==> config.mk <==
export PLATFORM = sky130hd
export DESIGN_NAME = lcacs_mul
export DESIGN_NICKNAME = d
export VERILOG_FILES = /design/src/hw/rtl/lcacs_pkg.sv /design/src/hw/rtl/lcacs_mul.sv
export SDC_FILE = /design/constraint.sdc
export NUM_CORES = 2
export LEC_CHECK = 0
export ABC_AREA = 1
export BUFFER_PORTS_ARGS = -buffer_cell sky130_fd_sc_hd__buf_4
export CORE_MARGIN = 5
export CORE_UTILIZATION = 35
export CTS_CLUSTER_DIAMETER = 30
export DETAILED_ROUTE_END_ITERATION = 8
export HOLD_SLACK_MARGIN = 0.12
export MAX_ROUTING_LAYER = met4
export SYNTH_ARGS = -nofsm -noshare
export SYNTH_HDL_FRONTEND = slang
export SYNTH_SLANG_ARGS = --single-unit
==> constraint.sdc <==
create_clock -name clk -period 0.8 [get_ports clk]
set_clock_uncertainty 0.2 [all_clocks]
set_input_delay 0.08 -clock clk [delete_from_list [all_inputs] [get_ports clk]]
set_output_delay 0.08 -clock clk [all_outputs]
set_load 0.005 [all_outputs]
==> src/hw/rtl/lcacs_pkg.sv <==
`default_nettype none
package lcacs_pkg;

	localparam int SAMPLE_W    = 24;
	localparam int WEIGHT_W    = 32;
	localparam int FRAC_W      = 16;
	localparam int CFG_INDEX_W = 3;
	localparam int CFG_DATA_W  = 32;

	localparam int FILTER_LEN_W = 7;
	localparam int SMOOTHING_W  = 17;
	localparam int INV_SCALE_W  = 32;

	localparam logic [FILTER_LEN_W-1:0] FILTER_LENGTH_RST = 7'd20;
	localparam logic [SMOOTHING_W-1:0]  SMOOTHING_RST     = 17'd6554;
	localparam logic [SMOOTHING_W-1:0]  ALPHA_MIN         = 17'd655;
	localparam logic [SMOOTHING_W-1:0]  ALPHA_MAX         = 17'd65536;

	// Shared divider: magnitude dividend and divisor widths.
	localparam int DIV_NUM_W = 41;
	localparam int DIV_DEN_W = 17;

	localparam logic [DIV_DEN_W-1:0] DEN_TARE  = 17'd1000;
	localparam logic [DIV_DEN_W-1:0] HALF_TARE = 17'd500;
	localparam logic [DIV_DEN_W-1:0] DEN_RAW   = 17'd100000;
	localparam logic [DIV_DEN_W-1:0] HALF_RAW  = 17'd50000;

	localparam logic [FRAC_W:0] ROUND_HALF = 17'd32768;

	// Shared multiplier operand and product widths.
	localparam int MUL_A_W = 33;
	localparam int MUL_B_W = 32;
	localparam int MUL_P_W = MUL_A_W + MUL_B_W;

	localparam logic signed [WEIGHT_W-1:0] WEIGHT_MAX = {1'b0, {(WEIGHT_W-1){1'b1}}};
	localparam logic signed [WEIGHT_W-1:0] WEIGHT_MIN = {1'b1, {(WEIGHT_W-1){1'b0}}};

	typedef enum logic [CFG_INDEX_W-1:0] {
		CFG_FILTER_LENGTH = 3'd0,
		CFG_TARE_OFFSET   = 3'd1,
		CFG_IS_CALIBRATED = 3'd2,
		CFG_INVERSE_SCALE = 3'd3,
		CFG_SMOOTHING     = 3'd4
	} cfg_index_t;

	typedef enum logic [3:0] {
		S_IDLE,
		S_RING,
		S_AVG,
		S_SCALE,
		S_MUL_SCALE,
		S_DIV_SCALE,
		S_SMOOTH,
		S_MUL_STEP,
		S_UPDATE,
		S_OUT
	} state_t;

	typedef struct packed {
		logic                 start;
		logic [DIV_NUM_W-1:0] num;
		logic [DIV_DEN_W-1:0] den;
	} div_req_t;

	typedef struct packed {
		logic                      start;
		logic signed [MUL_A_W-1:0] a;
		logic signed [MUL_B_W-1:0] b;
	} mul_req_t;

endpackage
`default_nettype wire

==> src/hw/rtl/lcacs_mul.sv <==
`default_nettype none
module lcacs_mul (
	input  logic                                 clk,
	input  logic                                 arst_n,
	input  lcacs_pkg::mul_req_t                  req,
	output logic                                 done,
	output logic signed [lcacs_pkg::MUL_P_W-1:0] p
);
	import lcacs_pkg::*;

	logic signed [MUL_P_W-1:0] prod;
	logic signed [MUL_P_W-1:0] p_q;
	logic                      done_q;

	assign prod = req.a * req.b;

	always_ff @(posedge clk or negedge arst_n) begin
		if (!arst_n) begin
			done_q <= 1'b0;
		end else begin
			done_q <= req.start;
		end
	end

	always_ff @(posedge clk) begin
		if (req.start) begin
			p_q <= prod;
		end
	end

	assign done = done_q;
	assign p    = p_q;

endmodule
`default_nettype wire

== Word level (Yosys, flattened, before mapping) ==
Cells that the tools add are included.
Storage, ports and cells
  bits in registers: 66
  bits in latches: 0
  memory bits (writable): 0
  bits in read-only memories: 0
  input port bits: 68
  output and inout port bits: 66
  word-level logic and storage cells: 3
  memories: 0
Cells by class
  add/sub/neg operators: 0
  multipliers: 1
  divide/modulo/power cells: 0
  order comparisons: 0
  equal/unequal tests: 0
  shift-type cells: 0
  mux-type cells: 0
  bitwise logic cells: 0
  reductions and logical operators: 0
Operators by type and width (number)
  $mul A33 B32 Y65: 1

== Logic depth before layout (Yosys ltp) ==
  depth in word-level cells: 1
  gate-level depth with buffers: 32

== Worst setup path before layout ==
No wires, ideal clock.
  path kind: in2reg
  start point: input port req[7] (netlist bit)
  end point: register p_q[60] (netlist: p[60]), data pin
  arrival time: 6746 ps
  data required time: 348 ps
  setup slack: -6398 ps
  cell stages on the path: 26
  cells stage by stage: clkbuf_1 -> clkbuf_1 -> nand2_1 -> inv_1 -> fa_1 -> inv_1 -> fa_1 -> inv_1 -> fa_1 -> fa_1 -> inv_1 -> fa_1 -> inv_1 -> fa_1 -> inv_1 -> fa_1 -> inv_1 -> fa_1 -> ha_1 -> nand2_1 -> nor2_1 -> nand2_1 -> nor4_1 -> nand2_1 -> nand3_1 -> nand2_1
On the way
  word-level cells in the longest chain between the ends: 1
RTL lines
  start: declaration: line lcacs_mul.sv:5  | input lcacs_pkg::mul_req_t req,
  $mul A33 B32 Y65: line lcacs_mul.sv:15  | assign prod = req.a * req.b;
  via prod[60]: line lcacs_mul.sv:11  | logic signed [MUL_P_W-1:0] prod;
  end signal: assignment: line lcacs_mul.sv:27  | p_q <= prod;
  end: declaration: line lcacs_mul.sv:12  | logic signed [MUL_P_W-1:0] p_q;
The timed path passes the listed nets, and every way through them passes these cells.
A chain may end at the register's enable or synchronous reset.

== Worst setup path after layout ==
  start point: input port req[64] (netlist bit)
  end point: register p_q[58] (netlist: p[58]), data pin
Same word-level chain as after synthesis.

==> reports/metrics.json <==
{
  "status": {"value": "complete, but fails checks"},
  "violations_in_the_final_reports": {"value": "negative hold slack, negative setup slack"},
  "synthesis.instances": {"value": 5212},
  "worst_setup_path_start_kind": {"value": "primary input"},
  "worst_hold_path_type": {"value": "in2async"},
  "top_level_ports": {"value": 134},
  "crit_required": {"value": 700, "unit": "ps"},
  "antenna_found_initial": {"value": 6},
  "detailed_place_hpwl": {"value": 110, "unit": "mm"},
  "area_growth_syn_to_layout": {"value": 32.6, "unit": "%"},
  "post-synth-top-area-cell": {"value": "sky130_fd_sc_hd__fa_1"},
  "finish.net_count": {"value": 7118},
  "tritoncts": {"value": "done"},
  "cts_made_buffers": {"value": 9},
  "unrepaired_setup_endpoints_after_global_routing": {"value": "true"},
  "headroom_to_the_max_slew_limit": {"value": 78.8, "unit": "%"},
  "postSynthRegisterBits": {"value": 66},
  "place.detailed.instances": {"value": 7143},
  "tightest_slew": {"value": 316, "unit": "ps"},
  "h-tree-depth": {"value": 3},
  "dr.pass1.iters": {"value": 6},
  "yosysSeqAreaShare": {"value": 4.73, "unit": "%"},
  "synth_top_area_share": {"value": 53.3, "unit": "%"},
  "start_util": {"value": 35.3, "unit": "%"},
  "layout_setup_ws": {"value": -5650, "unit": "ps"},
  "maxClockFrequency": {"value": 155, "unit": "MHz"},
  "groute.usage.overall": {"value": 21.5, "unit": "%"},
  "io_buffer_count": {"value": 133},
  "yosys.cell_types.count": {"value": 32},
  "multi_input_area": {"value": 0.0365, "unit": "mm2"},
  "layout_common_cells": {"value": "1567 x sky130_fd_sc_hd__inv_1, 1226 x sky130_fd_sc_hd__nand2_1, 986 x sky130_fd_sc_hd__fa_1"},
  "timing_hold_violations_final": {"value": 13},
  "post_synth_instance_area": {"value": 0.0418, "unit": "mm2"},
  "detailroute.via_count": {"value": 33800},
  "count_of_non_filler_cells_in_the_finished_layout": {"value": 7298},
  "grt_start_max_net_pins": {"value": 23},
  "num-fill-cells": {"value": 11200},
  "floorplan.rows": {"value": 126},
  "post_drt_wl_per_cell": {"value": 17.8, "unit": "um"},
  "post_drt_antenna_nets": {"value": 0},
  "ff_latch_area": {"value": 0.00198, "unit": "mm2"},
  "critical_path_arrival": {"value": 6350, "unit": "ps"},
  "period_needed": {"value": 6450, "unit": "ps"},
  "route.detailed.drc": {"value": 0},
  "cp_capture_type": {"value": "flop"},
  "synth.avg_cell_area": {"value": 8.01, "unit": "um2"},
  "fin_setup_tns": {"value": -339960, "unit": "ps"},
  "drv.max_cap_violation_count": {"value": 0},
  "gp_congestion": {"value": 0.942},
  "crit_type": {"value": "in2reg"},
  "yosysWarnings": {"value": 0},
  "drive_above_1_share": {"value": 27.9, "unit": "%"},
  "chipWidth": {"value": 355, "unit": "um"},
  "post-route-period-util": {"value": 806, "unit": "%"},
  "wirelength": {"value": 130, "unit": "mm"},
  "layout_commonest_cell": {"value": "sky130_fd_sc_hd__inv_1"},
  "global_route.overflow_total": {"value": 0},
  "cts.path.max_buffers": {"value": 2},
  "drt_iter0_drc": {"value": 2257},
  "clock_sink_count": {"value": 66},
  "postCtsHoldBufs": {"value": 1},
  "crit_path_max_fanout": {"value": 7},
  "synth.area.top_cells": {"value": "sky130_fd_sc_hd__fa_1 53%, sky130_fd_sc_hd__inv_1 15%, sky130_fd_sc_hd__nand2_1 13%"},
  "floorplan.core_area": {"value": 0.118, "unit": "mm2"},
  "setup_viol": {"value": 130},
  "final_max_slew_viol_count": {"value": 0},
  "synth.net_count": {"value": 6578},
  "wire_length_of_the_first_global_routing_pass": {"value": 206, "unit": "mm"},
  "viasPerCell": {"value": 4.63},
  "die_h": {"value": 355, "unit": "um"},
  "die-area": {"value": 0.126, "unit": "mm2"},
  "first_global_vias": {"value": 36800},
  "whs": {"value": -161, "unit": "ps"},
  "clk_transition_reported_paths": {"value": 60, "unit": "ps"},
  "clockRootBuffer": {"value": "sky130_fd_sc_hd__clkbuf_16"}
}
-- cells by family (layout without fill, tap and decap cells) --
logic type | count (synthesis) | after routing | share of synthesized area (%)
XOR/XNOR | 42 | 42 | 0.881
AND/OR/NAND/NOR | 1749 | 1749 | 16.5
AO/OA/AOI/OAI | 124 | 124 | 1.63
buffers and inverters | 1933 | 2478 | 17.4
adder cells (fa/ha/maj) | 1298 | 1298 | 58.9
flip-flops | 66 | 66 | 4.73
other | 0 | 5 | 0
-- sequential cells by signal, summed over array words and instances, names as in the netlist --
signal,cells
done,1
p,65
-- critical path, stage by stage --
cell and delay (ps):
sky130_fd_sc_hd__buf_16 120, sky130_fd_sc_hd__nand2_1 100, sky130_fd_sc_hd__fa_2 520, sky130_fd_sc_hd__buf_4 160, sky130_fd_sc_hd__fa_2 350, sky130_fd_sc_hd__inv_1 100, sky130_fd_sc_hd__fa_2 470, sky130_fd_sc_hd__fa_2 660
sky130_fd_sc_hd__buf_12 130, sky130_fd_sc_hd__clkinvlp_4 130, sky130_fd_sc_hd__fa_1 510, sky130_fd_sc_hd__inv_1 60, sky130_fd_sc_hd__fa_1 530, sky130_fd_sc_hd__inv_1 50, sky130_fd_sc_hd__fa_1 480, sky130_fd_sc_hd__inv_1 50
sky130_fd_sc_hd__fa_1 490, sky130_fd_sc_hd__ha_4 340, sky130_fd_sc_hd__nand2_4 80, sky130_fd_sc_hd__nor2_4 100, sky130_fd_sc_hd__inv_2 60, sky130_fd_sc_hd__buf_4 140, sky130_fd_sc_hd__nor2_4 120, sky130_fd_sc_hd__nand2_2 80
sky130_fd_sc_hd__nor2_2 120, sky130_fd_sc_hd__nand2_2 120, sky130_fd_sc_hd__nand4_1 120, sky130_fd_sc_hd__nand2_1 70
-- per-stage QoR --
stage	utilization [%]	setup slack, ps	cell area, um2
5_1_grt	46.8	-5830	55400
4_1_cts	45.6	-5610	54000
6_report	46.8	-5650	55400
3_3_place_gp	41.4	-6440	48900
3_5_place_dp	41.4	-6370	48900
2_1_floorplan	-	-6010	43100
-- worst max path at each step --
stage                  from    end  slack (ps)  cells after the start
floorplan            req[7]  p[62]       -6010                     28
global placement    req[64]  p[64]       -6440                     24
detailed placement  req[64]  p[56]       -6370                     24
CTS                 req[64]  p[53]       -5610                     27
global route        req[64]  p[53]       -5830                     28
finish              req[64]  p[58]       -5650                     28
-- area by class of cell --
| class | count | share of cell area (%) |
|---|---|---|
| inverter | 1707 | 11.6 |
| antenna | 5 | 0.0226 |
| timing repair inverter | 1 | 0.0136 |
| clock inverter | 7 | 0.224 |
| sequential | 66 | 3.57 |
| clock buffer | 9 | 0.407 |
| tap | 1536 | 3.47 |
| multi-input combinational | 3213 | 65.9 |
| timing repair buffer | 754 | 14.8 |
-- layer usage --
metal | vias up | track usage [%] | share of wire (%)
met2 | 898 | 36.2 | 50
met3 | 198 | 2.35 | 5.2
met5 | - | - | 0
met4 | 0 | 6.00 | 3.3
met1 | 17400 | 27.9 | 42
li1 | 15400 | - | -
-- synth_stat cells --
| cell type | n |
|---|---|
| sky130_fd_sc_hd__and3_1 | 1 |
| sky130_fd_sc_hd__nor2_4 | 3 |
| sky130_fd_sc_hd__nor3_2 | 3 |
| sky130_fd_sc_hd__ha_1 | 186 |
| sky130_fd_sc_hd__nand2_1 | 1462 |
| sky130_fd_sc_hd__a21o_1 | 5 |
| sky130_fd_sc_hd__xnor2_1 | 9 |
| sky130_fd_sc_hd__nand3_1 | 62 |
| sky130_fd_sc_hd__dfrtp_1 | 1 |
| sky130_fd_sc_hd__or2_2 | 5 |
| sky130_fd_sc_hd__inv_2 | 2 |
| sky130_fd_sc_hd__nand4_1 | 20 |
| sky130_fd_sc_hd__nand3_2 | 9 |
| sky130_fd_sc_hd__nand2_2 | 13 |
| sky130_fd_sc_hd__nor2_1 | 142 |
| sky130_fd_sc_hd__clkbuf_1 | 219 |
| sky130_fd_sc_hd__o21bai_1 | 14 |
| sky130_fd_sc_hd__edfxtp_1 | 65 |
| sky130_fd_sc_hd__nor2_2 | 14 |
| sky130_fd_sc_hd__o21a_1 | 2 |
| sky130_fd_sc_hd__nand3b_1 | 2 |
| sky130_fd_sc_hd__or2_1 | 1 |
| sky130_fd_sc_hd__fa_1 | 1112 |
| sky130_fd_sc_hd__a21boi_0 | 3 |
| sky130_fd_sc_hd__inv_1 | 1705 |
| sky130_fd_sc_hd__o21ai_1 | 4 |
| sky130_fd_sc_hd__buf_1 | 7 |
| sky130_fd_sc_hd__nor3_1 | 11 |
| sky130_fd_sc_hd__o21ai_0 | 26 |
| sky130_fd_sc_hd__a21oi_1 | 70 |
| sky130_fd_sc_hd__nor4_1 | 1 |
| sky130_fd_sc_hd__xor2_1 | 33 |
-- what timing repair did --
item                                    in CTS  in global routing
hold endpoints to repair                    67                 67
endpoints found under the setup margin     131                131
gates resized for setup                    959                308
buffers inserted                            91                 37
cloned                                      14                  1
pin swaps                                  359                265
Power is left out: the tool's default activity adds up to more than one toggle a clock period on the data nets, which glitch-free logic cannot reach.
