==> config.mk <==
export PLATFORM = sky130hd
export DESIGN_NAME = lcacs_ring
export DESIGN_NICKNAME = d
export VERILOG_FILES = /design/src/hw/rtl/lcacs_pkg.sv /design/src/hw/rtl/lcacs_ring.sv
export SDC_FILE = /design/constraint.sdc
export NUM_CORES = 1
export LEC_CHECK = 0
export ABC_CLOCK_PERIOD_IN_PS = 6810
export BUFFER_PORTS_ARGS = -buffer_cell sky130_fd_sc_hd__buf_2
export CAP_MARGIN = 10
export CELL_PAD_IN_SITES_DETAIL_PLACEMENT = 1
export CELL_PAD_IN_SITES_GLOBAL_PLACEMENT = 2
export CORE_ASPECT_RATIO = 0.6
export CORE_MARGIN = 1.5
export CORE_UTILIZATION = 55
export CTS_BUF_LIST = sky130_fd_sc_hd__clkbuf_16
export DETAILED_ROUTE_END_ITERATION = 6
export GPL_TIMING_DRIVEN = 0
export PLACE_DENSITY_LB_ADDON = 0.1
export SKIP_LAST_GASP = 1
export SYNTH_ARGS = -nofsm -noshare
export SYNTH_HDL_FRONTEND = slang
export SYNTH_SLANG_ARGS = --single-unit
==> constraint.sdc <==
create_clock -name clk -period 6.81 [get_ports clk]
set_input_delay 0.681 -clock clk [delete_from_list [all_inputs] [get_ports clk]]
set_output_delay 0.681 -clock clk [all_outputs]
set_load 0.01 [all_outputs]
==> src/hw/rtl/lcacs_pkg.sv <==
`default_nettype none
package lcacs_pkg;

	localparam int SAMPLE_W    = 24;
	localparam int WEIGHT_W    = 32;
	localparam int FRAC_W      = 16;
	localparam int CFG_INDEX_W = 3;
	localparam int CFG_DATA_W  = 32;

	localparam int FILTER_LEN_W = 7;
	localparam int SMOOTHING_W  = 17;
	localparam int INV_SCALE_W  = 32;

	localparam logic [FILTER_LEN_W-1:0] FILTER_LENGTH_RST = 7'd20;
	localparam logic [SMOOTHING_W-1:0]  SMOOTHING_RST     = 17'd6554;
	localparam logic [SMOOTHING_W-1:0]  ALPHA_MIN         = 17'd655;
	localparam logic [SMOOTHING_W-1:0]  ALPHA_MAX         = 17'd65536;

	// Shared divider: magnitude dividend and divisor widths.
	localparam int DIV_NUM_W = 41;
	localparam int DIV_DEN_W = 17;

	localparam logic [DIV_DEN_W-1:0] DEN_TARE  = 17'd1000;
	localparam logic [DIV_DEN_W-1:0] HALF_TARE = 17'd500;
	localparam logic [DIV_DEN_W-1:0] DEN_RAW   = 17'd100000;
	localparam logic [DIV_DEN_W-1:0] HALF_RAW  = 17'd50000;

	localparam logic [FRAC_W:0] ROUND_HALF = 17'd32768;

	// Shared multiplier operand and product widths.
	localparam int MUL_A_W = 33;
	localparam int MUL_B_W = 32;
	localparam int MUL_P_W = MUL_A_W + MUL_B_W;

	localparam logic signed [WEIGHT_W-1:0] WEIGHT_MAX = {1'b0, {(WEIGHT_W-1){1'b1}}};
	localparam logic signed [WEIGHT_W-1:0] WEIGHT_MIN = {1'b1, {(WEIGHT_W-1){1'b0}}};

	typedef enum logic [CFG_INDEX_W-1:0] {
		CFG_FILTER_LENGTH = 3'd0,
		CFG_TARE_OFFSET   = 3'd1,
		CFG_IS_CALIBRATED = 3'd2,
		CFG_INVERSE_SCALE = 3'd3,
		CFG_SMOOTHING     = 3'd4
	} cfg_index_t;

	typedef enum logic [3:0] {
		S_IDLE,
		S_RING,
		S_AVG,
		S_SCALE,
		S_MUL_SCALE,
		S_DIV_SCALE,
		S_SMOOTH,
		S_MUL_STEP,
		S_UPDATE,
		S_OUT
	} state_t;

	typedef struct packed {
		logic                 start;
		logic [DIV_NUM_W-1:0] num;
		logic [DIV_DEN_W-1:0] den;
	} div_req_t;

	typedef struct packed {
		logic                      start;
		logic signed [MUL_A_W-1:0] a;
		logic signed [MUL_B_W-1:0] b;
	} mul_req_t;

endpackage
`default_nettype wire

==> src/hw/rtl/lcacs_ring.sv <==
`default_nettype none
module lcacs_ring #(
	parameter int DEPTH = 64,
	parameter int AW = 6
) (
	input  logic                                  clk,
	input  logic                                  we,
	input  logic [AW-1:0]                         waddr,
	input  logic signed [lcacs_pkg::SAMPLE_W-1:0] wdata,
	input  logic [AW-1:0]                         raddr,
	output logic signed [lcacs_pkg::SAMPLE_W-1:0] rdata
);
	import lcacs_pkg::*;

	logic signed [SAMPLE_W-1:0] mem [DEPTH];

	always_ff @(posedge clk) begin
		if (we) begin
			mem[waddr] <= wdata;
		end
	end

	always_ff @(posedge clk) begin
		rdata <= mem[raddr];
	end

endmodule
`default_nettype wire

======== After elaboration in Yosys (flattened, before gate mapping) ========
Memory sizes are Yosys's and may differ from the RTL's. A register that Yosys moved wholly into a read port is not among the register bits.
Cells that the tools add are included.
word-level totals
  register bits ........................... 0
  memory bits (writable) .................. 1536
  memories ................................ 1
memories
  memory  depth  bits a word  read ports  clocked after memory_dff  write ports  line              text
  mem     64     24           1           1                         1            lcacs_ring.sv:15  logic signed [SAMPLE_W-1:0] mem [DEPTH];
operators by class
  multiplexer cells ....................... 2
operators by type and width
  cell    count
  $mux 1  2

======== Longest topological paths before layout ========
Gate-level depths: netlist of run 1.
  depth in word-level cells ............... 2
  mapped depth ............................ 9
  mapped depth without buffers ............ 5

======== Least setup slack after synthesis of run 1 ========
OpenSTA, ideal clock, no wires.
  path type ............................... input to register
  start point ............................. input waddr[3]
  end point ............................... memory mem[48][0], enable pin
  library setup time ...................... 0.435 ns
  arrival ................................. 2.843 ns
  path slack .............................. 3.532 ns
  cell stages on the path ................. 4
  cell sequence ........................... clkbuf_1 -> nor2b_1 -> nand4b_1 -> nor3_1
RTL lines
  item         line              text
  from (decl)  lcacs_ring.sv:8   input logic [AW-1:0] waddr,
  to (decl)    lcacs_ring.sv:15
Straight into the memory's write port.

==> summary.md, run 1 <==
| Metric | Value |
|---|---|
| Pleak | `21.33 nW` |
| First-pass GRT wire length | `232600 µm` |
| Port buffer count | `54` |
| DIE HEIGHT | `257.3 µm` |
| Total gr overflow | `0` |
| Met2 WL post-DR | `70480 µm` |
| Number of antenna violations at the first check in global routing | `6` |
| P&R area growth vs syn | `14.33%` |
| DR vias | `29.87k` |
| Post-cts sizing count | `0` |
| Critical path capture point type | `register` |
| Crit Path Category | `primary input to register` |
| Clock root cell | `clkbuf_16` |
| Row count | `93` |
| CTS tree | `done` |
| Hold WC Path Type | `primary input to register` |
| Final net count | `2907` |
| Syn nets | `2648` |
| Post-CTS Setup Inserts | `0` |
| Vias in the first global route | `29.68k` |
| H-tree Lvls | `4` |
| Largest net degree at the start of global routing | `65` |
| Met3 Wirelength | `20680 µm` |
| Minimum clock period | `3993 ps` |
| Clk_skew | `27.49 ps` |
| Yosys cell types | `40` |
| Fraction of registers with async set/reset | `0` |
| Tot GR Track Use | `0.3094` |
| Final Max Tran Viols | `0` |
| RD Place Congestion | `0.8852` |
| Worst Tran Pin Value | `1342 ps` |
| WHS | `365.9 ps` |
| Die area | `109900 µm²` |
| Synth top area share | `0.7779` |
| Final worst path period share | `0.5863` |
| F_max | `250.5 MHz` |
| Worst skew pair latency | `770 ps` |
| Synth area leader | `edfxtp_1` |
| Drt first-iter violations | `4600` |
| Setup tns final | `0 ps` |
| FF+latch count, synth | `1560` |
| Startpoint Class | `primary input` |
| Total CTS buffers | `141` |
| Post-Syn Area | `59300 µm²` |
| M1 WL | `72520 µm` |
| Clk slew on worst S/H paths | `70 ps` |
| Detail Placement HPWL | `109800 µm` |
| Crit-path max FO | `14` |
| Io pins | `62` |
| Detail Route Antenna Nets | `0` |
| Final WL | `166800 µm` |
| Worst relative slew slack | `0.1055` |
| Unrepaired setup endpoints after global routing | `false` |
| Initial Utilization | `0.5539` |
| Final Hold Vio Count | `0` |
| Final setup vio count | `0` |
| Routed len/inst | `37.77 µm` |
| Arrival @ worst endpoint | `4600 ps` |
| CTS Sinks | `1560` |
| Max-cap violations | `0` |
| Syn. warnings | `0` |
| Top Layer Used | `met4` |
| DR pass1 iterations | `5` |
| Area contributors post-synth | `edfxtp_1 78%, mux4_2 13%, mux2i_1 1.6%, mux2_2 1.0%, dfxtp_1 0.81%` |
| Sequential fraction of the synthesis area | `0.7860` |
| Final core utilization | `0.6332` |
| Most frequent cell after synthesis | `edfxtp_1` |
| Worst VDD drop | `284.9 µV` |
| Hold Buf Count CTS | `0` |
| Fraction of layout cells with a size suffix above 1 | `0.2891` |
| Status | `finished, final reports clean` |
| Syn Inst Count | `2610` |
| Power per standard cell area | `288.3 nW/µm²` |
| Placed cell areas | `63080 µm²` |
| Maximum buffer depth of the clock tree | `3` |
| # DRC | `0` |
| Design area | `67790 µm²` |
| Core area | `107100 µm²` |
| Die W | `426.9 µm` |
| Mean Syn Cell Area | `22.72 µm²` |
| Top post-synthesis cells by count | `1536 x edfxtp_1, 355 x mux4_2, 95 x mux2i_1, 80 x nor2_1` |
| Main flop type after synthesis | `edfxtp_1` |
| Avg Vias per Cell | `6.764` |
| CP Data Required Time | `7410 ps` |
| Post-synth EDFFs | `1536` |
-- placed cells by master, fill, tap and decap left out, types with 15 or more instances in the layout --
cell / instances
a21oi_1: 22
clkbuf_1: 44
mux2_2: 53
clkinv_1: 45
nor2_1: 18
buf_16: 40
inv_1: 30
edfxtp_1: 1536
buf_12: 18
a22oi_1: 29
nand3_1: 20
nor2_4: 62
a221oi_1: 52
dfxtp_1: 24
mux2i_1: 95
buf_4: 39
clkbuf_16: 148
nand2_1: 36
buf_2: 91
clkinv_2: 15
o22ai_1: 53
mux4_2: 355
and3_1: 16
-- report_power, final --
group	switching [mW]	internal, mW	leakage (nW)	total, mW
combinational	0.746	0.377	5.04	1.12
sequential	0.0231	10.6	14.0	10.6
clock	3.51	4.26	2.27	7.78
-- critical path, stage by stage --
cell      delay [ps]
buf_2            330
buf_2            600
buf_2            560
buf_2            460
mux4_2           380
a221oi_1         980
o21ai_1          190
nand3_1          230
o21ai_1          160
-- logic make-up (layout without fill, tap and decap cells) --
group / count (synthesis) / after routing / share of synthesized area
multiplexers: 503 / 503 / 0.1609
AND/OR/NAND/NOR: 196 / 196 / 0.01557
other: 0 / 9 / 0
flip-flops: 1560 / 1560 / 0.7860
buffers and inverters: 144 / 516 / 0.01310
AO/OA/AOI/OAI: 207 / 207 / 0.02441
-- final timing paths --
check	to	slack [ps]	startpoint	depth (start not counted)
max reg2reg	rdata[14]	4210	mem[39][14]	5
min	mem[48][12]	370	wdata[12]	1
min reg2reg	rdata[22]	960	mem[34][22]	4
max	rdata[3]	2820	raddr[2]	9
-- metal layers --
layer,global-route usage,vias to the layer above
li1,-,11674
met1,0.5056,16133
met2,0.4167,1858
met3,0.08109,204
met4,0.07565,0
met5,0,-
-- layout make-up --
cell class / instances / area [µm²]
diodes: 9 / 22.52
plain buffers: 142 / 769.5
clock buffers: 148 / 3704
clock inverters: 108 / 713.2
fillers: 8546 / 39260
inverters: 2 / 7.507
multi-input cells: 906 / 12390
flip-flops and latches: 1560 / 46600
well taps: 1425 / 1783
repair buffers: 116 / 1797
-- per-stage QoR --
| stage | setup WS (ps) | instances | power (mW) |
|---|---|---|---|
| 3_5_place_dp | 2222 | 4138 | 11.95 |
| 3_3_place_gp | 1825 | 4089 | 11.88 |
| 2_1_floorplan | 3532 | 2610 | 11.38 |
| 4_1_cts | 3011 | 4394 | 19.57 |
| 6_report | 2817 | 4416 | 19.54 |
| 5_1_grt | 2852 | 4407 | 19.93 |
-- sequential cells by signal (all words and copies together) (netlist names) --
signal  flops
mem      1536
rdata      24
Power figures use the tool's default switching activity.
==> inputs of run 2 (changes only) <==
ABC_CLOCK_PERIOD_IN_PS = 3900   (was 6810)
CORE_UTILIZATION = 51   (was 55)
clock period = 3.9 ns   (was 6.81 ns; I/O delays follow)
==> summary.md, run 2 (synthesis gave the netlist of run 1 again) <==
| Metric | Value |
|---|---|
| Unrepaired setup endpoints after global routing | `false` |
| Fraction of layout cells with a size suffix above 1 | `0.2947` |
| Vias in the first global route | `29.99k` |
| DIE HEIGHT | `267.1 µm` |
| Final WL | `166600 µm` |
| Crit path largest cell delay | `810 ps` |
| Final net count | `2918` |
| CP cell instances | `buf_2 -> clkbuf_1 -> buf_2 -> buf_2 -> nand3b_1 -> o22ai_1 -> nor2_1 -> nand3_1 -> o21ai_0` |
| Worst skew pair latency | `780 ps` |
| First-pass GRT wire length | `234500 µm` |
| Power per standard cell area | `503.1 nW/µm²` |
| CTS Sinks | `1560` |
| DR pass1 iterations | `5` |
| Worst relative slew slack | `0.1423` |
| Number of antenna violations at the first check in global routing | `15` |
| F_max | `286.8 MHz` |
| Maximum buffer depth of the clock tree | `3` |
| Total CTS buffers | `144` |
| Commonest non-fill, non-tap cell in the layout | `edfxtp_1` |
| Port buffer count | `54` |
| Reg-to-Reg Start | `mem[38][8]` |
| Buf/Inv on CP | `4` |
| Clk_skew | `19.66 ps` |
| Crit-path max FO | `10` |
| Max-cap violations | `0` |
| Critical path capture point type | `register` |
| Hold WC Path Type | `primary input to register` |
| Largest regs | `mem: 1536 flops, rdata: 24 flops` |
| Most frequent cells in the layout | `1536 x edfxtp_1, 355 x mux4_2, 155 x clkbuf_16` |
| CTS tree | `done` |
| Layout Cells excl Fill | `4518` |
| R2R setup slack | `1310 ps` |
| Routed len/inst | `36.87 µm` |
| R2R cell count | `5` |
| Io pins | `62` |
| Minimum clock period | `3487 ps` |
| Hold Startpoint | `wdata[19]` |
| Post-cts sizing count | `0` |
| Final setup vio count | `0` |
| RD Place Congestion | `0.8652` |
| Crit path max-delay family | `buffers and inverters` |
| Final core utilization | `0.5943` |
| Hold Buf Count CTS | `0` |
| Hold endpoint | `mem[28][19]` |
| Row count | `96` |
| Tot GR Track Use | `0.2876` |
| Placed Instances | `4240` |
| Crit Path Category | `primary input to register` |
| End of the worst register-to-register path | `rdata[8]` |
| Final worst path period share | `0.8941` |
| WHS Path Cells | `1` |
| P&R area growth vs syn | `15.08%` |
| Clk slew on worst S/H paths | `70 ps` |
| Total gr overflow | `0` |
| Initial Utilization | `0.5164` |
| Max FFs per register | `1536` |
| Clock root cell | `clkbuf_16` |
| Detail Placement HPWL | `110300 µm` |
| # DRC | `0` |
| Detail Route Antenna Nets | `0` |
| Die W | `443.2 µm` |
| H-tree Lvls | `4` |
| Drt first-iter violations | `4005` |
| Core area | `114800 µm²` |
| Final Hold Vio Count | `0` |
| Worst Tran Pin Value | `1287 ps` |
| DR vias | `29.59k` |
| Most frequent cell on the critical path | `buf_2` |
| Largest net degree at the start of global routing | `65` |
| Status | `finished, final reports clean` |
| Avg Vias per Cell | `6.549` |
| Worst VDD drop | `524.3 µV` |
| Arrival @ worst endpoint | `4070 ps` |
| Pleak | `21.50 nW` |
| Post-CTS Setup Inserts | `0` |
| CP Data Required Time | `4490 ps` |
| Largest Register | `mem` |
| Startpoint Class | `primary input` |
| Final Max Tran Viols | `0` |
| Die area | `118400 µm²` |
| Crit-path slowest cell | `clkbuf_1` |
[run 2: cell types whose count changed in the layout (fill, tap and decap cells not counted), sizes merged]
cell / previous run / this run
clkinvlp: 4 / 2
bufinv: 9 / 8
clkbuf: 193 / 200
diode: 9 / 3
inv: 36 / 32
buf: 213 / 221
clkinv: 61 / 67
[run 2: report_power, final]
group	total, mW	switching, mW	internal (mW)	leakage [nW]
clock network	13.8	6.13	7.68	2.36
logic	1.93	1.27	0.658	5.13
registers	18.6	0.0375	18.6	14.0
[run 2: layout make-up]
class                      count  area, µm²
timing repair buffer         124       1997
clock inverter               107      683.2
fill                        9378      46590
buffer                       142      769.5
antenna                        3      7.507
multi-input combinational    906      12390
clock buffer                 155       3879
inverter                       2      7.507
tap                         1519       1901
sequential                  1560      46600
[run 2: metrics by stage]
| stage | hold WS (ps) | area, µm² | power (mW) | setup slack (ps) | TNS, ps |
|---|---|---|---|---|---|
| finish | 26.86 | 68240 | 34.33 | 413.0 | 0 |
| global route | 35.01 | 68230 | 35.12 | 442.6 | 0 |
| CTS | 86.17 | 67960 | 34.51 | 477.3 | 0 |
| detailed placement | 783.8 | 63400 | 20.85 | -341.0 | -2872 |
| global placement | 795.3 | 61470 | 20.74 | -702.4 | -99930 |
| floorplan | 488.9 | 59300 | 19.88 | 912.8 | 0 |
[run 2: worst max-delay path by stage]
stage / start / end / slack (ps) / cells after the start
final: raddr[3] / rdata[17] / 410 / 9
after CTS: raddr[1] / rdata[10] / 480 / 8
after global routing: raddr[1] / rdata[10] / 440 / 8
after floorplan: waddr[3] / mem[48][0] / 910 / 4
after detailed placement: raddr[1] / rdata[10] / -340 / 8
after global placement: waddr[3] / mem[48][13] / -700 / 4
[run 2: metal layers]
metal / vias up / global-route usage / wire [µm]
met4: 4 / 0.07402 / 3150
met1: 16219 / 0.4665 / 76640
li1: 11699 / - / -
met3: 186 / 0.06187 / 15950
met2: 1479 / 0.3962 / 70810
met5: - / 0 / 28
