$ cat src/hw/rtl/lcacs_pkg.sv
`default_nettype none
package lcacs_pkg;

	localparam int SAMPLE_W    = 24;
	localparam int WEIGHT_W    = 32;
	localparam int FRAC_W      = 16;
	localparam int CFG_INDEX_W = 3;
	localparam int CFG_DATA_W  = 32;

	localparam int FILTER_LEN_W = 7;
	localparam int SMOOTHING_W  = 17;
	localparam int INV_SCALE_W  = 32;

	localparam logic [FILTER_LEN_W-1:0] FILTER_LENGTH_RST = 7'd20;
	localparam logic [SMOOTHING_W-1:0]  SMOOTHING_RST     = 17'd6554;
	localparam logic [SMOOTHING_W-1:0]  ALPHA_MIN         = 17'd655;
	localparam logic [SMOOTHING_W-1:0]  ALPHA_MAX         = 17'd65536;

	// Shared divider: magnitude dividend and divisor widths.
	localparam int DIV_NUM_W = 41;
	localparam int DIV_DEN_W = 17;

	localparam logic [DIV_DEN_W-1:0] DEN_TARE  = 17'd1000;
	localparam logic [DIV_DEN_W-1:0] HALF_TARE = 17'd500;
	localparam logic [DIV_DEN_W-1:0] DEN_RAW   = 17'd100000;
	localparam logic [DIV_DEN_W-1:0] HALF_RAW  = 17'd50000;

	localparam logic [FRAC_W:0] ROUND_HALF = 17'd32768;

	// Shared multiplier operand and product widths.
	localparam int MUL_A_W = 33;
	localparam int MUL_B_W = 32;
	localparam int MUL_P_W = MUL_A_W + MUL_B_W;

	localparam logic signed [WEIGHT_W-1:0] WEIGHT_MAX = {1'b0, {(WEIGHT_W-1){1'b1}}};
	localparam logic signed [WEIGHT_W-1:0] WEIGHT_MIN = {1'b1, {(WEIGHT_W-1){1'b0}}};

	typedef enum logic [CFG_INDEX_W-1:0] {
		CFG_FILTER_LENGTH = 3'd0,
		CFG_TARE_OFFSET   = 3'd1,
		CFG_IS_CALIBRATED = 3'd2,
		CFG_INVERSE_SCALE = 3'd3,
		CFG_SMOOTHING     = 3'd4
	} cfg_index_t;

	typedef enum logic [3:0] {
		S_IDLE,
		S_RING,
		S_AVG,
		S_SCALE,
		S_MUL_SCALE,
		S_DIV_SCALE,
		S_SMOOTH,
		S_MUL_STEP,
		S_UPDATE,
		S_OUT
	} state_t;

	typedef struct packed {
		logic                 start;
		logic [DIV_NUM_W-1:0] num;
		logic [DIV_DEN_W-1:0] den;
	} div_req_t;

	typedef struct packed {
		logic                      start;
		logic signed [MUL_A_W-1:0] a;
		logic signed [MUL_B_W-1:0] b;
	} mul_req_t;

endpackage
`default_nettype wire

$ cat src/hw/rtl/lcacs_div.sv
`default_nettype none
module lcacs_div (
	input  logic                            clk,
	input  logic                            arst_n,
	input  lcacs_pkg::div_req_t             req,
	output logic                            done,
	output logic [lcacs_pkg::DIV_NUM_W-1:0] quo
);
	import lcacs_pkg::*;

	localparam int STEP_W = $clog2(DIV_NUM_W);

	logic [DIV_DEN_W-1:0] den_q;
	logic [DIV_DEN_W-1:0] rem_q;
	logic [DIV_NUM_W-1:0] quo_q;
	logic [STEP_W-1:0]    step_q;
	logic                 run_q;
	logic                 done_q;
	logic [DIV_DEN_W:0]   rem_sh;
	logic [DIV_DEN_W:0]   rem_sub;
	logic                 fits;

	// Restoring division: the dividend shifts out of the top of quo_q while
	// quotient bits shift in at the bottom.
	assign rem_sh  = {rem_q, quo_q[DIV_NUM_W-1]};
	assign rem_sub = rem_sh - {1'b0, den_q};
	assign fits    = rem_sh >= {1'b0, den_q};

	always_ff @(posedge clk or negedge arst_n) begin
		if (!arst_n) begin
			run_q  <= 1'b0;
			done_q <= 1'b0;
			step_q <= '0;
		end else begin
			done_q <= 1'b0;
			if (req.start) begin
				run_q  <= 1'b1;
				step_q <= STEP_W'(DIV_NUM_W - 1);
			end else if (run_q) begin
				step_q <= step_q - STEP_W'(1);
				if (step_q == '0) begin
					run_q  <= 1'b0;
					done_q <= 1'b1;
				end
			end
		end
	end

	always_ff @(posedge clk) begin
		if (req.start) begin
			den_q <= req.den;
			rem_q <= '0;
			quo_q <= req.num;
		end else if (run_q) begin
			rem_q <= fits ? rem_sub[DIV_DEN_W-1:0] : rem_sh[DIV_DEN_W-1:0];
			quo_q <= {quo_q[DIV_NUM_W-2:0], fits};
		end
	end

	assign done = done_q;
	assign quo  = quo_q;

endmodule
`default_nettype wire

$ cat config.mk
export PLATFORM = sky130hd
export DESIGN_NAME = lcacs_div
export DESIGN_NICKNAME = d
export VERILOG_FILES = /design/src/hw/rtl/lcacs_pkg.sv /design/src/hw/rtl/lcacs_div.sv
export SDC_FILE = /design/constraint.sdc
export NUM_CORES = 1
export LEC_CHECK = 0
export BUFFER_PORTS_ARGS = -buffer_cell sky130_fd_sc_hd__buf_2
export CAP_MARGIN = 20
export CORE_ASPECT_RATIO = 1.4
export CORE_MARGIN = 10
export CORE_UTILIZATION = 45
export DETAILED_ROUTE_END_ITERATION = 8
export HOLD_SLACK_MARGIN = 0.06
export PLACE_DENSITY = 0.69
export SYNTH_ARGS = -nofsm -noshare
export SYNTH_HDL_FRONTEND = slang
export SYNTH_SLANG_ARGS = --single-unit
$ cat constraint.sdc
create_clock -name clk -period 4.7 [get_ports clk]
set_input_delay 0.47 -clock clk [delete_from_list [all_inputs] [get_ports clk]]
set_output_delay 0.47 -clock clk [all_outputs]
set_load 0.05 [all_outputs]
## Yosys cells after proc, flatten, opt, wreduce, memory -nomap -nowiden

Cells that the tools add are included.

| cells by class | value |
|---|---|
| $add $sub $neg | 2 |
| multipliers | 0 |
| divide/modulo/power cells | 0 |
| $lt $le $gt $ge | 1 |
| equal/unequal tests | 0 |
| shifts and indexed selects | 0 |
| muxes and demuxes | 11 |
| bitwise gates (word level) | 0 |
| reduce and logical (&&, ||, !) cells | 2 |

Operators with widths:

| cell | count |
|---|---|
| 2-to-1 mux 41 bit | 2 |
| >= comparator 18 x 17 -> 1 bit | 1 |
| 2-to-1 mux 17 bit | 1 |
| subtractor 17 bit | 1 |
| 2-to-1 mux 6 bit | 2 |
| zero test 6 bit | 1 |
| 2-to-1 mux 1 bit | 6 |
| subtractor 6 x 1 -> 6 bit, second input constant | 1 |
| nonzero test 2 bit | 1 |

| word-level totals | value |
|---|---|
| bits in registers | 83 |
| bits in latches | 0 |
| RAM bits | 0 |
| memory bits (read-only) | 0 |
| input bits | 61 |
| output and inout bits | 42 |
| logic and storage cells | 22 |
| memories kept | 0 |

## Longest topological paths before layout

Gate-level depths: netlist of the first run.

| logic depth | value |
|---|---|
| depth in word-level cells | 4 |
| depth in mapped cells | 11 |
| depth with buffers taken out | 10 |

## Least setup slack after synthesis of the first run

OpenSTA, ideal clock, no wires.

| timing | value |
|---|---|
| kind | flip-flop to flip-flop |
| start point | register quo_q[40], in the netlist quo[40] |
| end point | register quo_q[0], in the netlist quo[0], data pin |
| arrival time | 2.491 ns |
| data required time | 4.440 ns |
| path slack | 1.949 ns |
| stages on the path, launching flop included | 11 |
| clock period less this slack | 2.751 ns |
| cells stage by stage | edfxtp_1 inv_1 ha_1 inv_1 fa_1 a21oi_1 o211ai_1 a21o_1 a21o_1 buf_2 mux2_2 |

| on the way | value |
|---|---|
| longest elaborated chain between the ends | 3 |

Ends and longest elaborated chain:

| element | RTL line | RTL |
|---|---|---|
| start, declared | lcacs_div.sv:15 | `logic [DIV_NUM_W-1:0] quo_q;` |
| start signal, assigned | lcacs_div.sv:53 | `quo_q <= req.num;` |
| start signal, assigned | lcacs_div.sv:56 | `quo_q <= {quo_q[DIV_NUM_W-2:0], fits};` |
| >= comparator 18 x 17 -> 1 bit | lcacs_div.sv:27 | `assign fits = rem_sh >= {1'b0, den_q};` |
| 2-to-1 mux 41 bit | lcacs_div.sv:54 | `end else if (run_q) begin` |
| 2-to-1 mux 41 bit | lcacs_div.sv:50 | `if (req.start) begin` |

No other way between the ends. The select of a mux whose other input is x is not followed.
A chain may end at the register's enable or synchronous reset.

## Worst setup path after layout of the first run

| timing | value |
|---|---|
| start point | register quo_q[40], in the netlist quo[40] |
| end point | register rem_q[4] |

| on the way | value |
|---|---|
| longest elaborated chain between the ends | 2 |
| elaborated cells on any way between the ends | 3 |
| those cells by class | add/sub (1); order compare (1); mux (1) |

Ends and longest elaborated chain:

| element | RTL line | RTL |
|---|---|---|
| subtractor 17 bit / >= comparator 18 x 17 -> 1 bit (equally long branches) | lcacs_div.sv:26, lcacs_div.sv:27 |  |
| 2-to-1 mux 17 bit * | lcacs_div.sv:55 | `rem_q <= fits ? rem_sub[DIV_DEN_W-1:0] : rem_sh[DIV_DEN_W-1:0];` |
| end signal, assigned | lcacs_div.sv:55 |  |
| end, declared | lcacs_div.sv:14 | `logic [DIV_DEN_W-1:0] rem_q;` |

Every way passes the cells marked *; elsewhere a longest branch is shown, timed or not.

==> run summary, run 1 <==
GRT Overall Usage = 0.1462
Area of placed instances = 4985 um2
Worst path bufs/invs = 2
Setup slack at placement = 1850 ps
Max_slew headroom = 0.5160
Ys async rst share = 0.09639
Post-route DRC = 0
Largest family of logic cells by synthesized area = simple AND/OR/NAND/NOR gates
Cell mode on critical path = inv_1
Hold Path Class = primary input to flip-flop
Die footprint = 14,140 um2
Post-synth EDFFs = 58
VDD IR-drop max = 0.0003566 V
Worst path cell trace = inv_1 > ha_1 > inv_1 > fa_1 > a21oi_1 > o211ai_1 > a21o_1 > a21oi_2 > nand2_1 > a311oi_1
Syn_area_per_cell = 11.38 um2
Met2 Usage GRT = 0.2256
Area grow syn2layout = 20.84%
CP Data Arrival Time = 3090 ps
Share of the synthesized area in the top cell type = 0.3974
Crit-path max FO = 13
Initial core utilization = 0.4608
Inserted Diodes = 0
Via count = 3,243
RSZ-0062 raised after global routing = no
Core Region = 9512 um2
Top cells by area, synth = edfxtp_1, mux2_2, dfxtp_1
Share of cells above drive strength 1 = 0.3450
1st-pass router iterations = 4
Clk_lat worst skew = 350 ps
Ys Warns = 0
Final wirelength = 9.885 mm
Flops & latches, synth = 83
Seq/Total Area, Yosys = 0.5207
Setup WS post-layout = 1852 ps
Hold_ws = 300.0 ps
Xor and xnor area share after synthesis = 0.02997
Complex-gate fraction of the synthesized area = 0.1119
Post-synthesis adder-cell area fraction = 0.05881
First-pass GRT wire length = 16.14 mm
IO buf count = 102
Placed Instances = 602
Die Height = 136.8 um
Mapped cell area = 4383 um2
Num rows = 42
Netlist cell types = 57
Design Area, Final = 5296 um2
Element type at the critical path end = flip-flop
Final slew viol count = 0
Total gr overflow = 0
Power Total = 2.782 mW
Worst hold path depth = 1
Initial DRC count = 121
Critical path data required time = 4940 ps
Fin nets = 563
Status = completed
Post-synth top flop = edfxtp_1
Post-synth top area cell = edfxtp_1
Post-Synth Simple-Gate Area = 0.1216
Final Util = 0.5568
Resize count post-CTS = 0
WP depth = 10
Setup crit start kind = flip-flop
Most frequent cell after synthesis = edfxtp_1
TritonCTS clock tree = built
Critical-path top delay cell = a21oi_2
Hpwl dp = 7.301 mm
DR WL/cell = 15.97 um
Final period utilization = 0.6059
Vias in the first global route = 3,314
Met1 usage = 0.1681
Number of top-level pins = 103
Actual slew at the worst max-slew pin = 707.7 ps
Post-synth top cells = edfxtp_1, mux2_2, nor2_1, nand2_1, inv_1
Worst reg2reg path depth = 10
CTS root buf = clkbuf_16
WS Path Type = flip-flop to flip-flop
Die outline width = 103.4 um
Final Hold Viols = 0
Syn nets = 466
Met3 usage = 0.07269
CTS Buf Count = 9
Clock Path Buffers = 2
Final min period = 2848 ps
Antenna violations before repair = 0
GRT busiest layer = met2
# setup viols final = 0
Post-DRT Antenna Nets = 0
Multiplexer share of the synthesized area = 0.1122
Fin cells = 619
H-tree depth = 3
Number of fill cells = 833
Placer Congestion = 0.8449
CP max stage delay = 610 ps
DR vias/cell = 5.239
F_max = 0.3511 GHz
Largest net degree at the start of global routing = 54
Synthesized instance count = 385
Leak = 2.237 nW
Total of max-cap violations = 0
P per Cell Area = 525.2 nW/um2
Setup_tns = 0 ps
Clk slew on worst S/H paths = 60 ps
Sink Count = 83
Skew final = 7.076 ps
Delay-heaviest family, CP = compound AO/OA/AOI/OAI gates
## layout by cell type, fill, tap and decap left out, types with 3 or more instances in the layout
master and count:
buf_2 101, edfxtp_1 58, mux2_2 41, nor2_1 39
nand2_1 30, inv_1 26, ha_1 19, dfxtp_1 17
a21oi_1 16, a311oi_1 12, xnor2_1 9, clkbuf_16 9
nor3_1 8, dfrtp_1 8, nand3_1 7, nand2b_1 6
xor2_1 6, nor2b_1 5, o21ai_0 4, a211oi_1 4
buf_4 4, a21o_1 3, mux2i_1 3
## logic make-up (layout without fill, tap and decap cells)
kind of cell	count (synthesis)	in the layout
multiplexers	44	44
adder cells (fa/ha/maj)	20	20
AND/OR/NAND/NOR	112	112
flip-flops	83	83
XOR/XNOR	15	15
buffers and inverters	46	148
AO/OA/AOI/OAI	65	65
## metal layers
| layer | part of all wire | routed length [um] | vias to the layer above |
|---|---|---|---|
| met3 | 0.091 | 901 | 12 |
| met5 | 0 | 0 | - |
| met2 | 0.49 | 4839 | 91 |
| li1 | - | - | 1611 |
| met4 | 0.016 | 161 | 0 |
| met1 | 0.40 | 3983 | 1529 |
## layout make-up
| type | instances | area [um2] | share of cell area |
|---|---|---|---|
| multi-input combinational | 256 | 1904 | 0.3596 |
| sequential | 83 | 2282 | 0.4309 |
| tap | 132 | 165.2 | 0.03118 |
| inverter | 26 | 97.59 | 0.01843 |
| clock buffer | 9 | 225.2 | 0.04252 |
| clock inverter | 7 | 76.32 | 0.01441 |
| timing repair buffer | 106 | 545.5 | 0.1030 |
## repair_timing
| action | in CTS | in global routing |
|---|---|---|
| hold buffers | 1 | 0 |
| buffers inserted | 0 | 0 |
| endpoints found under the hold margin | 8 | 0 |
## final timing paths
check	start	end	slack [ps]
max	quo[40]	rem_q[4]	1850
min	req[2]	den_q[2]	300
max reg2reg	quo[40]	rem_q[4]	1850
min reg2reg	rem_q[7]	rem_q[8]	500
max in group asynchronous	arst_n	step_q[3]	4050
min in group asynchronous	arst_n	run_q	490
## report_power, final
part / internal, mW / switching [mW]
Clock: 0.416 / 0.300
Combinational: 0.403 / 0.659
Sequential: 0.919 / 0.0839
Total: 1.74 / 1.04
## registers in the layout (all words and copies together), names as in the netlist
name    flops
den_q      17
done        1
step_q      6
quo        41
run_q       1
rem_q      17
## worst register-to-register path: cells and delay by family (launching register included)
kind / cells / cell delay, ps
AO/OA/AOI/OAI: 5 / 1540
adder cells (fa/ha/maj): 2 / 540
buffers and inverters: 2 / 130
flip-flops: 1 / 410
AND/OR/NAND/NOR: 1 / 130
No activity file was read; power rests on OpenSTA's default activity.
==> run 2: changes to the inputs <==
- ABC_AREA: not set -> 1
- PLACE_DENSITY: 0.69 -> 0.71
- clock period: 4.7 -> 2.6 ns (I/O delays scaled with it)
==> run 2 against run 1 <==
Worst hold slack got worse by 200 ps. Largest cell class unchanged. Clock power rose by 93%. Critical path type unchanged. Design area grew 4.3%. Count of clock-buffer cells in the layout unchanged.
==> run summary, run 2 <==
Status = completed
CP max stage delay = 830 ps
Top cells by area, synth = edfxtp_1, nand2_1, dfxtp_1
Post-synth top flop = edfxtp_1
Ys async rst share = 0.09639
Critical-path top delay cell = nor2_1
Netlist cell types = 29
Hold Path Class = primary input to flip-flop
Worst path cell trace = nor2_1 > inv_2 > buf_12
Post-DRT Antenna Nets = 0
Worst reg2reg path depth = 3
DR vias/cell = 4.916
Hold Path Sink = den_q[13]
Post-CTS Setup Inserts = 0
Die Height = 139.2 um
Register share of total power = 0.352
RSZ-0062 raised after global routing = no
Flops & latches, synth = 83
Mapped cell area = 4567 um2
Area of the multi-input gates = 1868 um2
# setup viols final = 0
CTS root buf = clkbuf_16
Final wirelength = 11.81 mm
Psw = 1.890 mW
WS Path Type = flip-flop to flip-flop
R2r startpoint = run_q
Actual slew at the worst max-slew pin = 1066 ps
Ys Warns = 0
Reg area = 2282 um2
Logic pwr share = 0.370
Final Util = 0.5580
Commonest non-fill, non-tap cell in the layout = nand2_1
Placer Congestion = 0.9546
Clock network power share = 0.278
Final slew viol count = 0
Final min period = 2287 ps
Die outline width = 105.1 um
Post-synth top area cell = edfxtp_1
Sink Count = 83
Switch share = 0.3794
Leak = 2.930 nW
Die footprint = 14,640 um2
Clock Path Buffers = 2
CTS Buf Count = 9
Setup crit start kind = flip-flop
Share of cells above drive strength 1 = 0.2012
GRT Overall Usage = 0.1654
Antenna violations before repair = 1
First-pass GRT wire length = 19.83 mm
Setup_tns = 0 ps
Via count = 4,016
Final Hold Viols = 0
DR WL/cell = 14.45 um
Syn_area_per_cell = 7.970 um2
H-tree depth = 3
Total of max-cap violations = 0
TritonCTS clock tree = built
Worst path bufs/invs = 2
Delay-heaviest family, CP = simple AND/OR/NAND/NOR gates
Setup WS post-layout = 312.8 ps
Area grow syn2layout = 20.96%
Total gr overflow = 0
Element type at the critical path end = flip-flop
1st-pass router iterations = 5
Skew final = 7.044 ps
Number of top-level pins = 103
Synthesized instance count = 573
Hpwl dp = 8.833 mm
Worst hold path depth = 1
IO buf count = 102
Post-synth EDFFs = 58
Num rows = 43
Critical path data required time = 2690 ps
Initial core utilization = 0.4613
Reg2reg end = quo[8]
CP Data Arrival Time = 2370 ps
Share of the synthesized area in the top cell type = 0.3814
Min-delay src = req[13]
Syn nets = 654
P per Cell Area = 901.7 nW/um2
F_max = 0.4372 GHz
R2R Setup Slk = 310 ps
Cell Int Power = 3.091 mW
Max_slew headroom = 0.2868
VDD IR-drop max = 0.0004906 V
Post-synth top cells = nand2_1, inv_1, edfxtp_1, nand3_1, ha_1
Seq/Total Area, Yosys = 0.4997
Core Region = 9899 um2
Most frequent cells in the layout = nand2_1, buf_2, inv_1
Clk slew on worst S/H paths = 60 ps
Fin nets = 757
Most frequent cell after synthesis = nand2_1
Crit-path max FO = 28
Vias in the first global route = 4,174
Clk_lat worst skew = 340 ps
Initial DRC count = 203
Largest register FFs = 41
Final period utilization = 0.8797
Largest net degree at the start of global routing = 59
Setup slack at placement = 293.1 ps
Post-route DRC = 0
Number of fill cells = 959
==> run 2: changes by cell type in the layout (fill, tap and decap cells not counted), moves of 8 or more <==
cell / delta
mux2_2: -41
o21ai_0: +8
nand3_1: +42
a311oi_1: -12
nand2_1: +213
nor2_1: -22
inv_1: +53
==> run 2: logic make-up (layout without fill, tap and decap cells) <==
group / count (synthesis) / count (layout) / synth area share
fa+ha+maj: 20 / 20 / 0.05644
compound gates: 30 / 30 / 0.03480
buf+inv: 98 / 206 / 0.09123
simple gates: 335 / 335 / 0.3044
xor+xnor: 7 / 7 / 0.01342
flops: 83 / 83 / 0.4997
other cells: 0 / 1 / 0
==> run 2: worst max path at each step <==
stage                       start        to  slack (ps)  depth (start not counted)
after floorplan           quo[40]    quo[0]         400                         10
after global placement    req[58]   quo[11]         370                          4
after detailed placement  req[58]   quo[10]         290                          4
after CTS                   run_q    quo[3]         270                          3
after global routing      quo[40]  rem_q[4]         170                         11
final                       run_q    quo[8]         310                          3
==> run 2: stage by stage <==
| step | std cells | area (um2) | hold slack [ps] | power (mW) |
|---|---|---|---|---|
| 2_1_floorplan | 573 | 4567 | -35.59 | 3.213 |
| 3_3_place_gp | 799 | 5187 | 107.9 | 3.579 |
| 3_5_place_dp | 799 | 5187 | 118.4 | 3.608 |
| 4_1_cts | 816 | 5522 | 88.98 | 5.010 |
| 5_1_grt | 816 | 5522 | 86.33 | 5.318 |
| 6_report | 817 | 5524 | 98.35 | 4.981 |
==> run 2: final cells by class <==
class | count | area share
Antenna cell | 1 | 0.0004530
Clock buffer | 9 | 0.04077
Clock inverter | 7 | 0.01789
Inverter | 82 | 0.05572
Multi-Input combinational cell | 392 | 0.3382
Sequential cell | 83 | 0.4131
Tap cell | 135 | 0.03058
Timing Repair Buffer | 108 | 0.1033
==> run 2: timing repair <==
action                                  CTS  global route
hold endpoints to repair                  8             0
hold buffers                              1             0
gates resized for setup                   0             0
endpoints found under the setup margin    0             0
==> run 2: power groups by stage <==
| stage | Sequential (mW) | Clock [mW] | Combinational (mW) |
|---|---|---|---|
| 2_1_floorplan | 2.00 | 0 | 1.22 |
| 3_3_place_gp | 1.77 | 0 | 1.81 |
| 3_5_place_dp | 1.77 | 0 | 1.84 |
| 4_1_cts | 1.75 | 1.41 | 1.85 |
| 5_1_grt | 1.78 | 1.46 | 2.08 |
| 6_report | 1.75 | 1.38 | 1.85 |
==> run 2: routing by layer <==
layer | share of wire | track usage | up-vias
li1 | - | - | 2025
met1 | 0.40 | 0.1825 | 1826
met2 | 0.49 | 0.2783 | 148
met3 | 0.091 | 0.06372 | 17
met4 | 0.019 | 0.06667 | 0
met5 | 0 | 0 | -
